<file path="src/rtl/lhst_pkg.sv">
`default_nettype none
package lhst_pkg;

	localparam int OBJ_ID_W   = 16;
	localparam int OBJ_SIZE_W = 32;
	localparam int TOTAL_W    = 48;

	localparam logic CMD_ALLOC = 1'b0;
	localparam logic CMD_DEATH = 1'b1;

	localparam logic STATUS_APPLIED = 1'b0;
	localparam logic STATUS_IGNORED = 1'b1;

	typedef enum logic {
		ST_CLEAR,
		ST_RUN
	} lhst_state_t;

	typedef struct packed {
		logic busy;
		logic wr_en;
	} lhst_clr_t;

endpackage
`default_nettype wire

</file>
<file path="src/rtl/lhst_clr.sv">
`default_nettype none
module lhst_clr
	import lhst_pkg::*;
#(
	parameter int ID_BITS = 16
) (
	input  wire logic               clk,
	input  wire logic               arst_n,
	output lhst_clr_t               ctrl,
	output logic      [ID_BITS-1:0] addr
);
	lhst_state_t        state_q;
	lhst_state_t        state_nxt;
	logic [ID_BITS-1:0] addr_q;

	always_comb begin
		state_nxt = state_q;
		case (state_q)
			ST_CLEAR: begin
				if (addr_q == '1) begin
					state_nxt = ST_RUN;
				end
			end
			ST_RUN: state_nxt = ST_RUN;
			default: state_nxt = ST_CLEAR;
		endcase
	end

	always_comb begin
		ctrl.busy  = 1'b0;
		ctrl.wr_en = 1'b0;
		case (state_q)
			ST_CLEAR: begin
				ctrl.busy  = 1'b1;
				ctrl.wr_en = 1'b1;
			end
			ST_RUN: begin
				ctrl.busy  = 1'b0;
				ctrl.wr_en = 1'b0;
			end
			default: begin
				ctrl.busy  = 1'b1;
				ctrl.wr_en = 1'b0;
			end
		endcase
	end

	always_ff @(posedge clk or negedge arst_n) begin
		if (!arst_n) begin
			state_q <= ST_CLEAR;
			addr_q  <= '0;
		end else begin
			state_q <= state_nxt;
			if (state_q == ST_CLEAR) begin
				addr_q <= addr_q + 1'b1;
			end
		end
	end

	assign addr = addr_q;
endmodule
`default_nettype wire

</file>
<file path="config.mk">
export PLATFORM = sky130hd
export DESIGN_NAME = lhst_clr
export DESIGN_NICKNAME = d
export VERILOG_FILES = /design/src/rtl/lhst_pkg.sv /design/src/rtl/lhst_clr.sv
export SDC_FILE = /design/constraint.sdc
export NUM_CORES = 1
export LEC_CHECK = 0
export BUFFER_PORTS_ARGS = -buffer_cell sky130_fd_sc_hd__buf_2
export CORE_MARGIN = 2
export CORE_UTILIZATION = 49
export CTS_CLUSTER_DIAMETER = 80
export CTS_CLUSTER_SIZE = 8
export DETAILED_ROUTE_END_ITERATION = 16
export HOLD_SLACK_MARGIN = 0.05
export MAX_ROUTING_LAYER = met4
export PLACE_DENSITY = 0.75
export SYNTH_ARGS = -nofsm -noshare
export SYNTH_HDL_FRONTEND = slang
export SYNTH_SLANG_ARGS = --single-unit
export TNS_END_PERCENT = 50
</file>
<file path="constraint.sdc">
create_clock -name clk -period 1.85 [get_ports clk]
set_clock_uncertainty 0.1 [all_clocks]
set_input_delay 0.185 -clock clk [delete_from_list [all_inputs] [get_ports clk]]
set_output_delay 0.185 -clock clk [all_outputs]
set_load 0.03 [all_outputs]
</file>
==> reports/qor.yml <==
clock_network:
  h-tree-depth: 1
  cts_inserted_buffers: 3
  post_cts_resize_count: 0
  cts-root-buf: "clkbuf_4"
  cts_buffer_depth: 2
  cts.clk_slew.worst_paths_ns: 0.09
  cts_tree: "done"
  insertion_delay_ns: 0.28
  clock_sinks: 17
sta:
  max_slew_margin_pct: 75.4
  tightest_slew_ns: 0.369
  post-route-period-util_pct: 83.8
  fin_setup_tns_ns: 0
  period_needed_ns: 1.55
  grt_setup_unrepaired: "false"
  worst_slack_ns: 0.299
  slew_violations: 0
  clock.fmax_mhz: 645
  finalSetupViolCount: 0
  finalHoldViolCount: 0
routing:
  wl_um: 1230
  wire_per_inst_um: 12.4
  first_iter_violations: 5
  num_vias: 527
  antenna_left: 0
  drc: 0
  dr.pass1.iters: 3
  viasPerCell: 5.32
synth:
  ys_seq_area_share_pct: 57.4
  avgSynthCellArea_um2: 12.1
  netlist_instances: 61
  ys_warn_count: 0
  ys_types: 19
  syn_area_um2: 741
  yosys_register_bits: 17
  syn_nets: 64
pwr:
  p_per_area_mw_per_mm2: 653
  p_seq_share_pct: 64.8
  p_leak_nw: 0.432
  peakVddDrop_mv: 0.402
  clkPwrFrac_pct: 33.6
  switching_share_pct: 20.2
  pwr-share-comb_pct: 1.6
  p_int_mw: 0.457
  net-switching-power_mw: 0.116
layout:
  drive_above_1_share_pct: 30.1
  final_common_cell: "buf_2"
  fin_cells: 99
  antenna_cells: 0
  fill_cells: 135
  fin_nets: 87
  syn_to_final_growth_pct: 18.4
  layout_common_cells: "19 x buf_2, 17 x dfrtp_1, 12 x xnor2_1"
worst_setup_path:
  criticalPathCategory: "flip-flop to flip-flop"
  critPathSlowestCell: "dfrtp_1"
  slowest_delay_ns: 0.40
  crit_chain: "ha_1 > nor2b_1 > and3_4 > nand4_1 > xnor2_1"
  start_kind: "flip-flop"
  reg2reg_depth: 5
  crit_arrival_ns: 1.63
  path_max_fanout: 4
  cp_data_required_time_ns: 1.93
  crit_path_end_kind: "flip-flop"
place:
  portBuffers: 19
  gp_congestion: 0.762
  place_inst: 94
  dpl.hpwl_um: 919
  pre_cts_ws_ns: 0.283
floorplanning:
  die_w_um: 42.9
  ios: 20
  die-area_mm2: 0.00184
  start_util_pct: 50.9
  coreArea_mm2: 0.00145
  rows: 14
  die_y_um: 42.9
run_status:
  run_status: "complete, no violations"
flow_run:
  cap_violations: 0
grt:
  grt_antenna_before_repair: 0
  grt_pass1_wl_um: 2110
  grt_max_degree: 18
  grt_usage_pct: 16.0
  overflow: 0
  grt_pass1_vias: 471
hold_path:
  hold_class: "input pin to asynchronous set/reset pin"
-- worst paths after layout --
kind                          from       end  slack, ns
max                        addr[0]  addr[12]       0.30
min                         arst_n   addr[6]       0.24
max reg2reg                addr[0]  addr[12]       0.30
min reg2reg                addr[8]   addr[8]       0.40
max in group asynchronous   arst_n   addr[1]       1.15
min in group clk           addr[8]   addr[8]       0.40
-- power by group through the flow --
stage | combinational, mW | sequential [mW] | clock (mW)
final | 0.00906 | 0.371 | 0.193
after floorplan | 0.000000112 | 0.379 | 0
after detailed placement | 0.00824 | 0.379 | 0
after CTS | 0.0100 | 0.371 | 0.199
after global routing | 0.0114 | 0.371 | 0.218
after global placement | 0.00794 | 0.379 | 0
-- repair_timing --
item                      4_1_cts  5_1_grt
hold endpoints to repair       17        0
setup buffers                   0        0
hold buffers                    1        0
-- area by class of cell --
class | instances | area [µm²] | area share (%)
sequential | 17 | 425 | 48.5
multi-input combinational | 41 | 297 | 33.8
timing repair buffer | 20 | 105 | 12.0
clock buffer | 4 | 26.3 | 3.00
tap | 16 | 20.0 | 2.28
inverter | 1 | 3.75 | 0.428
-- cell usage after synthesis, drive strengths merged --
cell type,instances,area [µm²]
and3,2,17.5
nor2b,1,6.26
inv,1,3.75
xor2,3,26.3
dfrtp,17,425
xnor2,12,105
ha,1,12.5
o21ai,1,5.00
and3b,1,8.76
nand4,5,31.3
and2,1,6.26
buf,2,15.0
and4,2,20.0
nand3,4,20.0
mux2,1,11.3
nor2,2,7.51
nand2,5,18.8
-- through the flow --
step / cell area, µm² / utilization [%] / power [mW] / hold WS [ns]
floorplan: 741 / - / 0.379 / -0.211
global placement: 841 / 57.8 / 0.387 / 0.0184
detailed placement: 841 / 57.8 / 0.387 / 0.0250
CTS: 877 / 60.3 / 0.580 / 0.254
global route: 877 / 60.3 / 0.601 / 0.275
finish: 877 / 60.3 / 0.573 / 0.236
-- critical path: cells and delay by family, from the launching register on --
family,cells,cell delay [ns]
AND/OR/NAND/NOR,3,0.63
adder cells (fa/ha/maj),1,0.17
XOR/XNOR,1,0.14
flip-flops,1,0.40
-- sequential cells by signal, indices dropped and copies added, names as in the netlist --
| register | count |
|---|---|
| addr | 16 |
| state_q | 1 |
-- kinds of logic (layout without fill, tap and decap cells) --
group / count (synthesis) / in the layout / synth area share, %
adders and majority gates: 1 / 1 / 1.69
xor gates and xnor gates: 15 / 15 / 17.7
and+or+nand+nor: 23 / 23 / 18.4
muxes: 1 / 1 / 1.52
buffers and inverters: 3 / 25 / 2.53
DFF: 17 / 17 / 57.4
AOI/OAI and AO/OA: 1 / 1 / 0.675
-- routing by layer --
metal / global-route usage, % / vias up / part of all wire (%)
li1: - / 251 / -
met3: 3.83 / 5 / 4.9
met1: 20.7 / 256 / 48
met2: 23.6 / 15 / 46
met4: 7.50 / 0 / 1.6
met5: - / - / 0
No activity file was read; power rests on OpenSTA's default activity.
